`src/assert_macros.svh`:
```
// assertion macros shared by the swarm engine modules
`ifndef ASSERT_MACROS_SVH
`define ASSERT_MACROS_SVH

// property that holds whenever not in reset
`define PSU_ASSERT(label, clk, rst_n, prop, msg) \
    label: assert property (@(posedge clk) disable iff (!rst_n) prop) else $error(msg);

// implication checked on the next cycle
`define PSU_ASSERT_NEXT(label, clk, rst_n, ante, cons, msg) \
    label: assert property (@(posedge clk) disable iff (!rst_n) (ante) |=> (cons)) \
        else $error(msg);

`endif

```
`src/psu_pkg.sv`:
```
// shared types and constants of the swarm update engine
package psu_pkg;

    localparam int OP_BITS  = 3;
    localparam int FIT_BITS = 32;
    localparam int GAIN_BITS = 16;

    localparam logic [OP_BITS-1:0] OP_LOAD  = 3'd0;
    localparam logic [OP_BITS-1:0] OP_MOVE  = 3'd1;
    localparam logic [OP_BITS-1:0] OP_SCORE = 3'd2;
    localparam logic [OP_BITS-1:0] OP_END   = 3'd3;
    localparam logic [OP_BITS-1:0] OP_READ  = 3'd4;

    localparam logic [1:0] REG_INERTIA  = 2'd0;
    localparam logic [1:0] REG_PERSONAL = 2'd1;
    localparam logic [1:0] REG_GLOBAL   = 2'd2;

    localparam logic [GAIN_BITS-1:0] INERTIA_RESET  = 16'd45875;
    localparam logic [GAIN_BITS-1:0] PERSONAL_RESET = 16'd9830;
    localparam logic [GAIN_BITS-1:0] GLOBAL_RESET   = 16'd16384;

    localparam logic signed [FIT_BITS-1:0] FIT_MIN = {1'b1, {(FIT_BITS-1){1'b0}}};

    // decoded command class handed from front to back
    typedef enum logic [2:0] {
        CMD_NOP,
        CMD_LOAD,
        CMD_MOVE,
        CMD_SCORE,
        CMD_END,
        CMD_READ
    } cmd_t;

endpackage

```
`src/psu_front.sv`:
```
// front end: accepts items, classifies them and queues them for the back end
module psu_front
    import psu_pkg::*;
#(
    parameter int PARTICLES  = 16,
    parameter int DIMENSIONS = 6,
    parameter int COORD_BITS = 24,
    parameter int PIDX_BITS  = 4,
    parameter int DIDX_BITS  = 3
)
(
    input  logic                         clk,
    input  logic                         rst_n,
    input  logic                         in_valid,
    output logic                         in_stall,
    input  logic [OP_BITS-1:0]           op,
    input  logic [3:0]                   particle,
    input  logic [2:0]                   dim,
    input  logic signed [COORD_BITS-1:0] pos_in,
    input  logic signed [COORD_BITS-1:0] speed_in,
    input  logic [GAIN_BITS-1:0]         rand_p,
    input  logic [GAIN_BITS-1:0]         rand_g,
    input  logic signed [FIT_BITS-1:0]   fitness,
    output logic                         q_valid,
    input  logic                         q_pop,
    output cmd_t                         q_cmd,
    output logic [PIDX_BITS-1:0]         q_particle,
    output logic [DIDX_BITS-1:0]         q_dim,
    output logic signed [COORD_BITS-1:0] q_pos,
    output logic signed [COORD_BITS-1:0] q_speed,
    output logic [GAIN_BITS-1:0]         q_rand_p,
    output logic [GAIN_BITS-1:0]         q_rand_g,
    output logic signed [FIT_BITS-1:0]   q_fitness
);

    localparam int DEPTH = 2;

    typedef struct packed {
        cmd_t                         cmd;
        logic [PIDX_BITS-1:0]         particle;
        logic [DIDX_BITS-1:0]         dim;
        logic signed [COORD_BITS-1:0] pos;
        logic signed [COORD_BITS-1:0] speed;
        logic [GAIN_BITS-1:0]         rand_p;
        logic [GAIN_BITS-1:0]         rand_g;
        logic signed [FIT_BITS-1:0]   fitness;
    } entry_t;

    entry_t     slot_reg [DEPTH];
    logic [0:0] wr_ptr_reg, rd_ptr_reg;
    logic [1:0] count_reg;
    entry_t     in_entry;
    logic       p_ok, d_ok, push;

    assign p_ok = ({28'd0, particle} < 32'(PARTICLES));
    assign d_ok = ({29'd0, dim} < 32'(DIMENSIONS));

    always_comb
    begin
        in_entry.particle = particle[PIDX_BITS-1:0];
        in_entry.dim      = dim[DIDX_BITS-1:0];
        in_entry.pos      = pos_in;
        in_entry.speed    = speed_in;
        in_entry.rand_p   = rand_p;
        in_entry.rand_g   = rand_g;
        in_entry.fitness  = fitness;
        unique case (op)
            OP_LOAD:  in_entry.cmd = (p_ok && d_ok) ? CMD_LOAD : CMD_NOP;
            OP_MOVE:  in_entry.cmd = (p_ok && d_ok) ? CMD_MOVE : CMD_NOP;
            OP_SCORE: in_entry.cmd = p_ok ? CMD_SCORE : CMD_NOP;
            OP_END:   in_entry.cmd = CMD_END;
            OP_READ:  in_entry.cmd = d_ok ? CMD_READ : CMD_NOP;
            default:  in_entry.cmd = CMD_NOP;
        endcase
    end

    assign in_stall = (count_reg == 2'(DEPTH));
    assign push     = in_valid && !in_stall;
    assign q_valid  = (count_reg != 2'd0);

    assign q_cmd      = slot_reg[rd_ptr_reg].cmd;
    assign q_particle = slot_reg[rd_ptr_reg].particle;
    assign q_dim      = slot_reg[rd_ptr_reg].dim;
    assign q_pos      = slot_reg[rd_ptr_reg].pos;
    assign q_speed    = slot_reg[rd_ptr_reg].speed;
    assign q_rand_p   = slot_reg[rd_ptr_reg].rand_p;
    assign q_rand_g   = slot_reg[rd_ptr_reg].rand_g;
    assign q_fitness  = slot_reg[rd_ptr_reg].fitness;

    always_ff @(posedge clk)
    begin
        if (push)
        begin
            slot_reg[wr_ptr_reg] <= in_entry;
        end
    end

    always_ff @(posedge clk or negedge rst_n)
    begin
        if (!rst_n)
        begin
            wr_ptr_reg <= 1'b0;
            rd_ptr_reg <= 1'b0;
            count_reg  <= 2'd0;
        end
        else
        begin
            if (push)
            begin
                wr_ptr_reg <= ~wr_ptr_reg;
            end
            if (q_pop)
            begin
                rd_ptr_reg <= ~rd_ptr_reg;
            end
            count_reg <= count_reg + 2'(push) - 2'(q_pop);
        end
    end

    `include "assert_macros.svh"
    `PSU_ASSERT(a_no_pop_empty, clk, rst_n, (q_pop |-> q_valid), "pop from empty queue")
    `PSU_ASSERT(a_count_range, clk, rst_n, (count_reg <= 2'(DEPTH)), "queue count overflow")
    `PSU_ASSERT_NEXT(a_push_fills, clk, rst_n, push && !q_pop, count_reg == $past(count_reg) + 2'd1, "push lost")

endmodule

```
`config.mk`:
```
export PLATFORM = sky130hd
export DESIGN_NAME = psu_front
export DESIGN_NICKNAME = d
export VERILOG_FILES = /design/src/psu_pkg.sv /design/src/psu_front.sv
export VERILOG_INCLUDE_DIRS = /design/src /design/src/src
export SDC_FILE = /design/constraint.sdc
export NUM_CORES = 1
export LEC_CHECK = 0
export BUFFER_PORTS_ARGS = -buffer_cell sky130_fd_sc_hd__buf_2
export CAP_MARGIN = 20
export CORE_MARGIN = 3
export CORE_UTILIZATION = 56
export CTS_CLUSTER_SIZE = 8
export DETAILED_ROUTE_END_ITERATION = 6
export PLACE_DENSITY = 0.94
export SYNTH_ARGS = -nofsm -noshare
export SYNTH_HDL_FRONTEND = slang
export SYNTH_SLANG_ARGS = --single-unit
```
`constraint.sdc`:
```
create_clock -name clk -period 9.4 [get_ports clk]
set_clock_uncertainty 0.2 [all_clocks]
set_input_delay 0.47 -clock clk [delete_from_list [all_inputs] [get_ports clk]]
set_output_delay 0.47 -clock clk [all_outputs]
set_load 0.005 [all_outputs]
```
* Word level (Yosys, flattened, before mapping)
Memories as Yosys holds them, arrays and structs flattened.
Index checks and enable logic that the tools add are counted.
** Word-level totals
- Register bits :: 4
- Memory bits (writable) :: 244
- Input bits :: 126
- Output and inout port bits :: 124
- Word-level logic and storage cells :: 24
- Memories :: 1
** Cells by class
- Add/subtract/negate cells :: 2
- Magnitude comparators :: 1
- Equality and inequality tests :: 5
- Mux-type cells :: 6
- Bitwise logic cells :: 2
- Reductions and logical operators :: 4
** Memories
- slot_reg :: depth 2, width 122, read ports 1, clocked after memory_dff 0, wr ports 1, RTL line psu_front.sv:49 : entry_t slot_reg [DEPTH];
** Operators with widths (number)
- 3-bit case mux with 5 select lines :: 1
- 3-bit by 2-bit equality test with 1-bit output (second input constant) :: 2
- 3-bit by 1-bit equality test with 1-bit output (second input constant) :: 1
- 3-bit equality test (second input constant) :: 1
- 3-bit zero test :: 1
- 3-bit < comparator (second input constant) :: 1
- 1-bit two-way mux :: 3
- 3-bit two-way mux :: 1
- 2-bit by 1-bit adder with 2-bit output :: 1
- 2-bit equality test (second input constant) :: 1
- 2-bit two-way mux :: 1
- 1-bit NOT :: 2
- 2-bit nonzero test :: 1
- 2-bit by 1-bit subtractor with 2-bit output :: 1
- 1-bit logical AND :: 1
- 1-bit zero test :: 1

* Longest topological paths before layout
- Depth after elaboration :: 5
- Depth in mapped cells :: 7

* Worst setup path before layout
Ideal clock, no wire load.
- Path kind :: reg-to-reg
- Start :: reg count_reg[1]
- End :: mem slot_reg[0][0] (netlist bit) (enable)
- Arrival :: 5.659 ns
- Required time :: 8.596 ns
- Setup slack :: 2.936 ns
- Stages on the path, launching flop included :: 4
- Path buffers :: 0
- Clock period less this slack :: 6.464 ns
- Cell sequence :: dfrtp_1 > nand2b_1 > nand2_1 > nor2_1
** On the way
- Word-level cells in the longest chain between the ends :: 5
** Ends and longest elaborated chain
- start, declared :: RTL line psu_front.sv:51 : logic [1:0] count_reg;
- start signal, assigned :: RTL line psu_front.sv:116 : count_reg <= count_reg + 2'(push) - 2'(q_pop);
- 2-bit equality test :: RTL line psu_front.sv:77 : assign in_stall = (count_reg == 2'(DEPTH));
- 1-bit zero test :: RTL line psu_front.sv:78 : assign push = in_valid && !in_stall;
- 1-bit logical AND :: RTL line psu_front.sv:78
- 1-bit two-way mux :: RTL line psu_front.sv:92 : if (push)
- 1-bit two-way mux (not written as such) :: RTL line psu_front.sv:94 : slot_reg[wr_ptr_reg] <= in_entry;
- end, declared :: RTL line psu_front.sv:49
No other way between the ends.

* Final worst setup path
- Start :: reg rd_ptr_reg
- End :: out q_fitness[20]
** On the way
- Word-level cells in the longest chain between the ends :: 1
** Ends and longest elaborated chain
- start, declared :: RTL line psu_front.sv:50 : logic [0:0] wr_ptr_reg, rd_ptr_reg;
- start signal, assigned :: RTL line psu_front.sv:114 : rd_ptr_reg <= ~rd_ptr_reg;
- memory 2 x 122 bit
- end, declared :: RTL line psu_front.sv:33 : output logic signed [FIT_BITS-1:0] q_fitness
No other way between the ends.

==> metrics <==
status=finished, final reports clean; Initial DRT Pass Iterations=4; compound-cell area share of the yosys netlist=0.188%; Detailed Route WL=between 20 and 25 mm; top-area cell type share of the netlist area=between 70% and 80%; Die H=135 um; residual DRC count=0; pin count of the biggest net entering global routing=85; DPL Wire Length=~12 mm; Leak Pwr=about 5.2 nW; die area=roughly 0.018 mm2; chip width=135 um; total track usage=between 20 and 25%; post-synthesis sequential area ratio=between 70% and 80%; worst-path fanout max=66; Register Area=roughly 0.0074 mm2; area of the multi-input gates=between 0.0015 and 0.002 mm2; Main synth FF type=edfxtp_1; flop and latch count out of synthesis=approximately 250; # nets final=about 930; Fmax=between 200 and 300 MHz; crit path launch type=register; worst skew pair latency=~0.48 ns; area of the core=roughly 0.016 mm2; Period minus WS final=roughly 3.8 ns; Setup Viol. Count Final=0; Max rail drop VDD=0.000214 V; gpl congestion=around 0.73; max reg flops=around 240; Gate Count Post-Synth=between 400 and 500; # IOs=250; CTS resizes=0; mux cell area share after synthesis=17.6%; Worst EP arrival=3.13 ns; mapped cell area=~0.0093 mm2; Hold Vio Cnt, Final=0; layout cell share with drive strength beyond 1=between 50% and 60%; RSZ-0062 raised after global routing=no; max-cap check violation count=0; Root Driver=clkbuf_16; routed len/inst=about 22 um; count leader, synth=edfxtp_1; worst slew pin tran=roughly 1.1 ns; setup total negative slack=0 ns; largest family of logic cells by synthesized area=multiplexers; first-pass GRT wire length=33.8 mm; Clock Tree Buf Depth=3; total CTS buffers=36; FP Rows=46; Port Buffers=249; endpoint type of the worst setup path=output pin; PwrDens=around 300 mW/mm2; Min-Delay Path Class=in -> reg; cell taking the most area after synthesis=edfxtp_1; CP Class=reg -> out; Detail Route Antenna Nets=0; ranking of synthesized cells by area=edfxtp_1, mux2_4, mux2_2; Adder-Cell Fraction of Synth Area=0.268%; Avg Cell Area, Syn=~23 um2; yosys warns=0; CTS tree=yes; commonest cells in the netlist=edfxtp_1, mux2_4, mux2_2; initial antenna violation count=0; Filler cells=approximately 790; initial drt markers=~420; vias in the first global route=~6100; post-synthesis simple-gate area fraction=less than 1%; fin crit share=between 40% and 50%; placed cell count=860; routed vias=~5400; worst rel slew slack=between 20% and 30%; CTS H-Tree Depth=2; GRT overflow=0; Power Total=slightly below 4 mW; Post-synth EDFFs=around 240; Area Overhead vs Synth=39.2%; share of flip-flops with an asynchronous set or reset=roughly 1.6%; vias per cell=5.26; max-slew violations=0; Synthesized Nets=about 530; Cell Count, Final, Fillers Out=1033; post-synth cell types=21; ANT cells=0; Worst Path Required=between 8 and 9 ns; post-CTS setup buffer count=0; initial core utilization=57.9%; Synth Area in XOR/XNOR=less than 1%; Worst-path clk slew=roughly 0.05 ns; clk sinks=between 200 and 250
[cell type report]
class	instances	area share (%)
Timing Repair Buffer	374	19.4
Sequential cell	248	57.2
Multi-Input combinational cell	142	13.7
Tap cell	216	2.08
Clock inverter	2	0.135
Inverter	2	0.0577
Clock buffer	49	7.47
[placed cells by master, fill, tap and decap left out, drive strengths merged]
cell type    synthesis  routed
buf                 14     254
edfxtp             244     244
mux2               122     122
dlygate4sd3          0     120
clkbuf               0      49
dfrtp                4       4
inv                  2       4
nand2                3       3
xnor2                3       3
nor2                 3       3
ha                   2       2
a21oi                1       1
nand3b               1       1
o21ai                1       1
nand2b               1       1
a211oi               1       1
mux2i                1       1
or2                  1       1
and3                 1       1
xor2                 1       1
[layer usage]
layer,part of all wire (%),track usage [%],vias to the layer above
li1,-,-,2398
met1,36,28.4,2679
met2,53,43.8,310
met3,7.5,5.50,49
met4,2.6,9.24,0
met5,0,0,-
[critical path, cell delays in order, from the launching register on]
cell	delay [ns]
dfrtp_4	1.03
buf_4	0.94
mux2_2	0.43
buf_2	0.14
[power breakdown]
part	switching [mW]	total [mW]	internal (mW)	leakage, nW
clock	0.429	1.14	0.710	0.479
combinational	0.479	1.06	0.579	2.37
sequential	0.139	1.66	1.52	2.31
[repair_timing]
action                                  CTS  global route
hold endpoints to repair                241             0
endpoints found under the setup margin    0             0
hold buffers                            120             0
[worst paths after layout]
kind / from / endpoint / slack, ns / cells past startpoint
max reg2reg: count_reg[0] / slot_reg[1][1] / 6.65 / 3
min reg2reg: count_reg[1] / count_reg[1] / 0.32 / 1
min: dim[1] / slot_reg[1][113] / 0.02 / 1
min in group asynchronous: rst_n / count_reg[1] / 0.15 / 2
max in group asynchronous: rst_n / rd_ptr_reg / 8.72 / 2
max: rd_ptr_reg / q_fitness[20] / 5.60 / 3
[metrics by stage]
step                util [%]  hold WS (ns)  cell area, um2  setup WS (ns)
finish                  80.7        0.0191           13000           5.60
global route            80.7        0.0134           13000           5.48
CTS                     80.4       0.00330           13000           5.55
detailed placement      66.8        0.0787           10800           6.10
global placement        66.8        0.0737           10800           6.19
floorplan                  -       -0.0256            9340           2.94
[cells by family (layout without fill, tap and decap cells)]
group,after synthesis,after routing
compound gates,3,3
simple gates,10,10
buf+inv,16,427
xor+xnor,4,4
mux,123,123
fa+ha+maj,2,2
flops,248,248
Note: power is estimated with default switching activity, not from simulation.
