[config.mk]
export PLATFORM = sky130hd
export DESIGN_NAME = psu_cfg
export DESIGN_NICKNAME = d
export VERILOG_FILES = /design/src/assert_macros.svh /design/src/psu_pkg.sv /design/src/psu_cfg.sv
export SDC_FILE = /design/constraint.sdc
export NUM_CORES = 1
export LEC_CHECK = 0
export BUFFER_PORTS_ARGS = -buffer_cell sky130_fd_sc_hd__buf_4
export CORE_AREA = 2 2 68 70
export CTS_BUF_LIST = sky130_fd_sc_hd__clkbuf_4
export DETAILED_ROUTE_END_ITERATION = 12
export DIE_AREA = 0 0 70 72
export PLACE_DENSITY_LB_ADDON = 0.25
export SETUP_SLACK_MARGIN = 0.2
export SKIP_CTS_REPAIR_TIMING = 1
export SYNTH_ARGS = -nofsm -noshare
export SYNTH_HDL_FRONTEND = slang
export SYNTH_SLANG_ARGS = --single-unit
[constraint.sdc]
create_clock -name clk -period 0.85 [get_ports clk]
set_clock_uncertainty 0.15 [all_clocks]
set_input_delay 0.17 -clock clk [delete_from_list [all_inputs] [get_ports clk]]
set_output_delay 0.17 -clock clk [all_outputs]
set_load 0.03 [all_outputs]
[src/assert_macros.svh]
// assertion macros shared by the swarm engine modules
`ifndef ASSERT_MACROS_SVH
`define ASSERT_MACROS_SVH

// property that holds whenever not in reset
`define PSU_ASSERT(label, clk, rst_n, prop, msg) \
    label: assert property (@(posedge clk) disable iff (!rst_n) prop) else $error(msg);

// implication checked on the next cycle
`define PSU_ASSERT_NEXT(label, clk, rst_n, ante, cons, msg) \
    label: assert property (@(posedge clk) disable iff (!rst_n) (ante) |=> (cons)) \
        else $error(msg);

`endif

[src/psu_pkg.sv]
// shared types and constants of the swarm update engine
package psu_pkg;

    localparam int OP_BITS  = 3;
    localparam int FIT_BITS = 32;
    localparam int GAIN_BITS = 16;

    localparam logic [OP_BITS-1:0] OP_LOAD  = 3'd0;
    localparam logic [OP_BITS-1:0] OP_MOVE  = 3'd1;
    localparam logic [OP_BITS-1:0] OP_SCORE = 3'd2;
    localparam logic [OP_BITS-1:0] OP_END   = 3'd3;
    localparam logic [OP_BITS-1:0] OP_READ  = 3'd4;

    localparam logic [1:0] REG_INERTIA  = 2'd0;
    localparam logic [1:0] REG_PERSONAL = 2'd1;
    localparam logic [1:0] REG_GLOBAL   = 2'd2;

    localparam logic [GAIN_BITS-1:0] INERTIA_RESET  = 16'd45875;
    localparam logic [GAIN_BITS-1:0] PERSONAL_RESET = 16'd9830;
    localparam logic [GAIN_BITS-1:0] GLOBAL_RESET   = 16'd16384;

    localparam logic signed [FIT_BITS-1:0] FIT_MIN = {1'b1, {(FIT_BITS-1){1'b0}}};

    // decoded command class handed from front to back
    typedef enum logic [2:0] {
        CMD_NOP,
        CMD_LOAD,
        CMD_MOVE,
        CMD_SCORE,
        CMD_END,
        CMD_READ
    } cmd_t;

endpackage

[src/psu_cfg.sv]
// gain register file written through the configuration channel
module psu_cfg
    import psu_pkg::*;
(
    input  logic                 clk,
    input  logic                 rst_n,
    input  logic                 cfg_valid,
    output logic                 cfg_ready,
    input  logic [1:0]           cfg_index,
    input  logic [GAIN_BITS-1:0] cfg_data,
    output logic [GAIN_BITS-1:0] inertia_gain,
    output logic [GAIN_BITS-1:0] personal_gain,
    output logic [GAIN_BITS-1:0] global_gain
);

    assign cfg_ready = 1'b1;

    always_ff @(posedge clk or negedge rst_n)
    begin
        if (!rst_n)
        begin
            inertia_gain  <= INERTIA_RESET;
            personal_gain <= PERSONAL_RESET;
            global_gain   <= GLOBAL_RESET;
        end
        else if (cfg_valid)
        begin
            unique case (cfg_index)
                REG_INERTIA:  inertia_gain  <= cfg_data;
                REG_PERSONAL: personal_gain <= cfg_data;
                REG_GLOBAL:   global_gain   <= cfg_data;
                default:
                begin
                end
            endcase
        end
    end

endmodule

* Word level (Yosys, flattened, before mapping) *
Cells that the tools add are included.

word-level totals
  flip-flop bits (word level) = 48
  bits of input ports = 21
  output and inout port bits = 49
  logic and storage cells = 9

cells by class
  equal/unequal tests = 2
  reductions and logical operators = 4

operator list
  cell                                                             count
  2-bit AND reduction                                              3
  2-bit by 1-bit == test with 1-bit output, second input constant  1
  2-bit == test, second input constant                             1
  2-bit zero test                                                  1

* Logic depth before layout (Yosys ltp) *
Gate-level depths: netlist of run 1.

  word-level depth = 2
  mapped depth = 3
  gate-level depth less buffers = 2

* Worst setup path before layout of run 1 *
OpenSTA, ideal clock, no wires.

  path kind = input-to-reg
  start point = in cfg_index[1]
  end point = reg inertia_gain[2]
  library setup time = 0.125 ns
  arrival = 0.999 ns
  required time = 0.575 ns
  slack = -0.424 ns
  stages = 3
  path buffers = 1
  cell sequence = nor3b_4 buf_6 mux2_2

between the ends
  longest elaborated chain between the ends = 2

ends and longest elaborated chain
  item                                  RTL line       RTL
  start, declared                       psu_cfg.sv:9   input logic [1:0] cfg_index,
  2-bit zero test                       psu_cfg.sv:28  unique case (cfg_index)
  2-bit AND reduction (no source line)  --
  end signal, assigned                  psu_cfg.sv:29  REG_INERTIA: inertia_gain <= cfg_data;
  end, declared                         psu_cfg.sv:11  output logic [GAIN_BITS-1:0] inertia_gain,

Every way passes these cells.
A chain may end at the register's enable or synchronous reset.

* Worst setup path after layout of run 1 *
  start point = reg inertia_gain[12]
  end point = out inertia_gain[12]

No word-level cell between the ends.

==> results of run 1 <==
-- layer usage --
metal	up-vias	part of all wire, %
met5	-	0
met3	9	4.9
met1	617	43
met4	0	2.6
li1	533	-
met2	42	49
-- flip-flops by register name, summed over array words and instances, names as in the netlist --
register,count
global_gain,16
inertia_gain,16
personal_gain,16
-- cells by family (layout without fill, tap and decap cells) --
kind of cell	after synthesis	count (layout)	synth area share, %
other	1	1	0.203
muxes	48	48	29.2
buffers and inverters	4	88	2.17
DFF	48	48	66.1
and+or+nand+nor	3	4	2.23
-- path summary, 6_finish.rpt --
| check | startpoint | to | slack (ns) | depth (start not counted) |
|---|---|---|---|---|
| max in group asynchronous | rst_n | personal_gain[1]$_DFFE_PN1P_ | 0.68 | 2 |
| min reg2reg | global_gain[9]$_DFFE_PN0P_ | global_gain[9]$_DFFE_PN0P_ | 0.39 | 1 |
| max reg2reg | global_gain[2]$_DFFE_PN0P_ | global_gain[2]$_DFFE_PN0P_ | -0.21 | 2 |
| max | inertia_gain[12]$_DFFE_PN1P_ | inertia_gain[12] | -0.54 | 1 |
| min in group clk | cfg_data[7] | inertia_gain[7]$_DFFE_PN0P_ | -0.11 | 2 |
| min | rst_n | global_gain[12]$_DFFE_PN0P_ | -0.42 | 2 |
-- per-stage QoR --
step	hold slack [ns]	cell area (µm²)	util, %	setup slack, ns
floorplan	-0.276	1960	-	-0.406
global placement	0.00332	2550	59.8	-0.473
detailed placement	0.00773	2550	59.8	-0.503
CTS	-0.411	2610	61.2	-0.578
global route	-0.420	3020	70.9	-0.589
finish	-0.417	3020	70.9	-0.545
-- cell usage after synthesis --
cell type / number
mux2_2: 48
nand3b_2: 2
buf_6: 1
nor3b_4: 1
dfrtp_1: 31
dfstp_2: 17
clkbuf_8: 1
conb_1: 1
buf_4: 2
-- cell usage in the layout (no fill, tap or decap), types with 3 or more instances in the layout --
master | netlist | routed
buf_6 | 1 | 55
clkbuf_4 | 0 | 7
mux2_4 | 0 | 40
dfrtp_1 | 31 | 4
buf_4 | 2 | 20
buf_12 | 0 | 3
mux2_2 | 48 | 8
dfstp_2 | 17 | 17
dfrtp_2 | 0 | 27
nand3b_4 | 0 | 3
-- power by group through the flow --
stage	clock network (mW)	logic (mW)	registers [mW]
final	1.07	2.95	3.23
after global routing	1.22	3.07	3.29
after CTS	1.12	2.40	3.13
after detailed placement	0	2.40	3.16
after global placement	0	2.35	3.14
after floorplan	0	0.548	4.03
-- cell type report --
cell class | instances | area share, %
Clock buffer | 7 | 1.74
Sequential cell | 48 | 41.6
Clock inverter | 1 | 0.166
Timing Repair Buffer | 80 | 28.8
Tap cell | 52 | 2.15
Multi-Input combinational cell | 53 | 25.6
==> impl_metrics.tcl, run 1 <==
set metrics [dict create \
    status "finished, violations left" \
    violations "negative hold slack, negative setup slack" \
    synth.distinct_cells 9 \
    grt.met1_usage_pct 20.0 \
    syn_avg_cell_area_um2 17.8 \
    vias_per_cell 4.98 \
    clkSinkCount 48 \
    io_buffers 68 \
    rsz0062_at_grt "yes" \
    powerDensity_mw_per_mm2 2400 \
    htree_num_levels 2 \
    regArea_mm2 0.00126 \
    slew_viol_final 0 \
    comb_power_share_pct 40.7 \
    cpPeakStageDelay_ns 0.58 \
    yosysWarnings 0 \
    p_clk_share_pct 14.8 \
    cp.required_ns 0.53 \
    worst_setup_path_end_kind "output pin" \
    synth_top_cell_by_area "dfrtp_1" \
    leakagePower_nw 1.46 \
    cts_buffer_depth 2 \
    wirelength_um 4360 \
    slowest_stage "dfstp_2" \
    ant_nets 0 \
    antenna_found_initial 0 \
    globalRouteMet3Util_pct 4.17 \
    overflow 0 \
    drc_errors 0 \
    ir_worst_vdd_v 0.00153 \
    setup_violations 96 \
    worst_slack_ns -0.545 \
    final_hold_viol_count 96 \
    cts_buffers 5 \
    start_kind "flip-flop" \
    final_nets 209 \
    clkTransAtPathRegs_ns 0.13 \
    critPathKind "reg -> out" \
    switching_share_pct 33.3 \
    ys_ff_latch 48 \
    min_period_ns 1.39 \
    final_layout_size_suffix_gt1_share_pct 97.4 \
    fin_setup_tns_ns -26.21 \
    rows 24 \
    area_growth_pct 63.5 \
    wire_per_inst_um 18.1 \
    pin_count 70 \
    dieArea_mm2 0.00504 \
    grt_first_pass_wirelength_um 6350 \
    crit_path_cell_trace "buf_6" \
    dp_cells 224 \
    power_mw 7.25 \
    top_usage_layer "met2" \
    vias 1201 \
    die_h_um 72 \
    netlist_instances 104 \
    clk_latency_ns 0.36 \
    root_buffer "clkbuf_4" \
    gp_congestion 0.716 \
    drt_iter0_markers 104 \
    hold_path_class "in -> async" \
    internal_power_mw 4.83 \
    grt_max_degree 49 \
    diodes 0 \
    arrival_ns 1.07 \
    yosysSeqAreaShare_pct 66.1 \
    fin_cells 241 \
    synth_nets 125 \
    netlist.area_leader.share_pct 42.0 \
    nFillCells 291 \
    start_util_pct 43.3 \
    gr-usage-all-layers_pct 16.8 \
    grt_pass1_vias 1281 \
    p_seq_share_pct 44.5 \
    max_freq_mhz 717 \
    met2_usage_pct 27.2 \
    place_hpwl_um 2760 \
    maxCapViolations 0 \
    path_max_fanout 2 \
    multiInputGateArea_um2 773 \
    finalCritPeriodShare_pct 164 \
    fin_hold_ws_ns -0.417 \
    synth_area_mm2 0.00185 \
    synth.area.top_cells "dfrtp_1, mux2_2, dfstp_2, nand3b_2, nor3b_4" \
    p_switching_mw 2.41 \
    drt-pass1-iter-count 4 \
    worst-path-buf-inv 1 \
    die_x_um 70 \
    fp.coreArea_mm2 0.00426 \
    cts_tree "built" \
    crit_family "flip-flops" \
]
Power figures use the tool's default switching activity.
==> run 2: changes to the inputs <==
--- a/config.mk
+++ b/config.mk
@@ -6,10 +6,10 @@
 export NUM_CORES = 1
 export LEC_CHECK = 0
 export BUFFER_PORTS_ARGS = -buffer_cell sky130_fd_sc_hd__buf_4
-export CORE_AREA = 2 2 68 70
+export CORE_AREA = 2 2 62 64
 export CTS_BUF_LIST = sky130_fd_sc_hd__clkbuf_4
 export DETAILED_ROUTE_END_ITERATION = 12
-export DIE_AREA = 0 0 70 72
+export DIE_AREA = 0 0 64 66
 export PLACE_DENSITY_LB_ADDON = 0.25
 export SETUP_SLACK_MARGIN = 0.2
 export SKIP_CTS_REPAIR_TIMING = 1
==> constraint.sdc (replaced) <==
create_clock -name clk -period 1.7 [get_ports clk]
set_clock_uncertainty 0.15 [all_clocks]
set_input_delay 0.34 -clock clk [delete_from_list [all_inputs] [get_ports clk]]
set_output_delay 0.34 -clock clk [all_outputs]
set_load 0.03 [all_outputs]
==> run 2 against run 1 <==
Critical path depth did not move. Routed wire length fell by 19%. Critical path type unchanged. Sequential power fell by 52%. Die area fell by 16%. The flow now finishes without violations. Combinational power fell by 60%. Worst setup slack improved by 0.71 ns. Final cell count fell by 4.6%. Design area fell by 16%. Register-to-register slack improved by 0.91 ns. Clock-buffer cell count fell by 2. Core utilization rose by 0.70 points.
==> impl_metrics.tcl, run 2 (synthesized netlist as in run 1, its figures left out) <==
set metrics [dict create \
    start_kind "flip-flop" \
    fin_cells 230 \
    drt_iter0_markers 24 \
    fin_area_mm2 0.00254 \
    status "finished, final reports clean" \
    cts_tree "built" \
    grt_first_pass_wirelength_um 5830 \
    slowest_stage "dfstp_2" \
    largest_registers "global_gain (16), inertia_gain (16), personal_gain (16)" \
    crit_cells 1 \
    leakagePower_nw 1.18 \
    tightestPinTransition_ns 0.571 \
    max_slew_margin_pct 61.9 \
    ant_nets 0 \
    p_seq_share_pct 48.1 \
    wirelength_um 3530 \
    fp.coreArea_mm2 0.00355 \
    start_util_pct 52.0 \
    worst_slack_ns 0.165 \
    final_hold_viol_count 0 \
    clkSinkCount 48 \
    io_buffers 68 \
    vias_per_cell 4.97 \
    setup_violations 0 \
    clkTransAtPathRegs_ns 0.13 \
    comb_power_share_pct 36.9 \
    root_buffer "clkbuf_4" \
    hold_path_class "in -> reg" \
    finalCritPeriodShare_pct 90.3 \
    arrival_ns 1.05 \
    pin_count 70 \
    gr-usage-all-layers_pct 18.2 \
    cp.required_ns 1.21 \
    layout_common_cells "buf_4, mux2_2, dfrtp_1" \
    worst_setup_path_end_kind "output pin" \
    fin_setup_tns_ns 0 \
    rows 22 \
    min_period_ns 1.54 \
    place_ws_ns 0.0304 \
    dieArea_mm2 0.00422 \
    rsz0062_at_grt "yes" \
    powerDensity_mw_per_mm2 1260 \
    gp_congestion 0.724 \
    die_x_um 64 \
    antenna_found_initial 0 \
    grt_max_degree 49 \
    diodes 0 \
    cts_buffer_depth 2 \
    crit_family "flip-flops" \
    ir_worst_vdd_v 0.000831 \
    path_max_fanout 2 \
    p_clk_share_pct 15.0 \
    holdPathStages 2 \
    wire_per_inst_um 15.3 \
    crit_path_cell_trace "buf_6" \
    switching_share_pct 34.6 \
    r2r_cells 2 \
    slew_viol_final 0 \
    internal_power_mw 2.10 \
    vias 1143 \
    place_hpwl_um 2520 \
    nFillCells 257 \
    post-route-util_pct 71.6 \
    htree_num_levels 2 \
    final_layout_size_suffix_gt1_share_pct 81.3 \
    overflow 0 \
    final_common_cell "buf_4" \
    cpPeakStageDelay_ns 0.57 \
    critPathKind "reg -> out" \
    final_nets 202 \
    maxCapViolations 0 \
    cts_buffers 5 \
    dp_cells 219 \
    dpl-instance-area_mm2 0.00240 \
    drc_errors 0 \
    max_freq_mhz 651 \
    area_growth_pct 37.5 \
    p_switching_mw 1.11 \
    drt-pass1-iter-count 2 \
    worst-path-buf-inv 1 \
    die_h_um 66 \
    clk_latency_ns 0.34 \
    grt_pass1_vias 1230 \
]
==> run 2: changes by cell type in the layout (fill, tap and decap cells not counted), sizes merged <==
cell	delta
clkbuf	-3
clkinv	+2
nand3b	-1
dlygate4sd3	+1
buf	-6
==> run 2: cell type report <==
cell class | count | area (µm²) | area share, %
clock inverters | 3 | 13.8 | 0.542
well taps | 48 | 60.1 | 2.36
clock buffers | 5 | 37.5 | 1.48
flip-flops and latches | 48 | 1220 | 48.1
repair buffers | 74 | 622 | 24.5
multi-input cells | 52 | 586 | 23.0
==> run 2: final timing paths <==
path	from	endpoint	slack [ns]
worst max-delay path	personal_gain[9]$_DFFE_PN1P_	personal_gain[9]	0.16
worst min-delay path	cfg_data[9]	global_gain[9]$_DFFE_PN0P_	0.08
worst max register to register	inertia_gain[12]$_DFFE_PN1P_	inertia_gain[12]$_DFFE_PN1P_	0.70
worst min register to register	global_gain[15]$_DFFE_PN0P_	global_gain[15]$_DFFE_PN0P_	0.37
max in group asynchronous	rst_n	personal_gain[2]$_DFFE_PN1P_	0.64
min in group asynchronous	rst_n	global_gain[13]$_DFFE_PN0P_	0.36
==> run 2: power by group through the flow <==
stage	Clock (mW)	Sequential, mW	Combinational [mW]
6_report	0.482	1.54	1.19
5_1_grt	0.566	1.57	1.24
4_1_cts	0.503	1.53	1.14
3_5_place_dp	0	1.55	1.13
3_3_place_gp	0	1.54	1.11
2_1_floorplan	0	1.99	0.227
==> run 2: through the flow <==
stage	power (mW)	hold WS (ns)
CTS	3.17	-0.175
global route	3.38	0.0508
detailed placement	2.69	0.226
floorplan	2.21	-0.106
global placement	2.65	0.218
finish	3.21	0.0777
==> run 2: per-layer routing <==
metal | wire, µm | global-route usage (%) | up-vias
li1 | - | - | 520
met3 | 227 | 5.45 | 4
met1 | 1400 | 21.3 | 575
met2 | 1860 | 32.0 | 44
met5 | 0 | 0 | -
met4 | 40 | 5.71 | 0
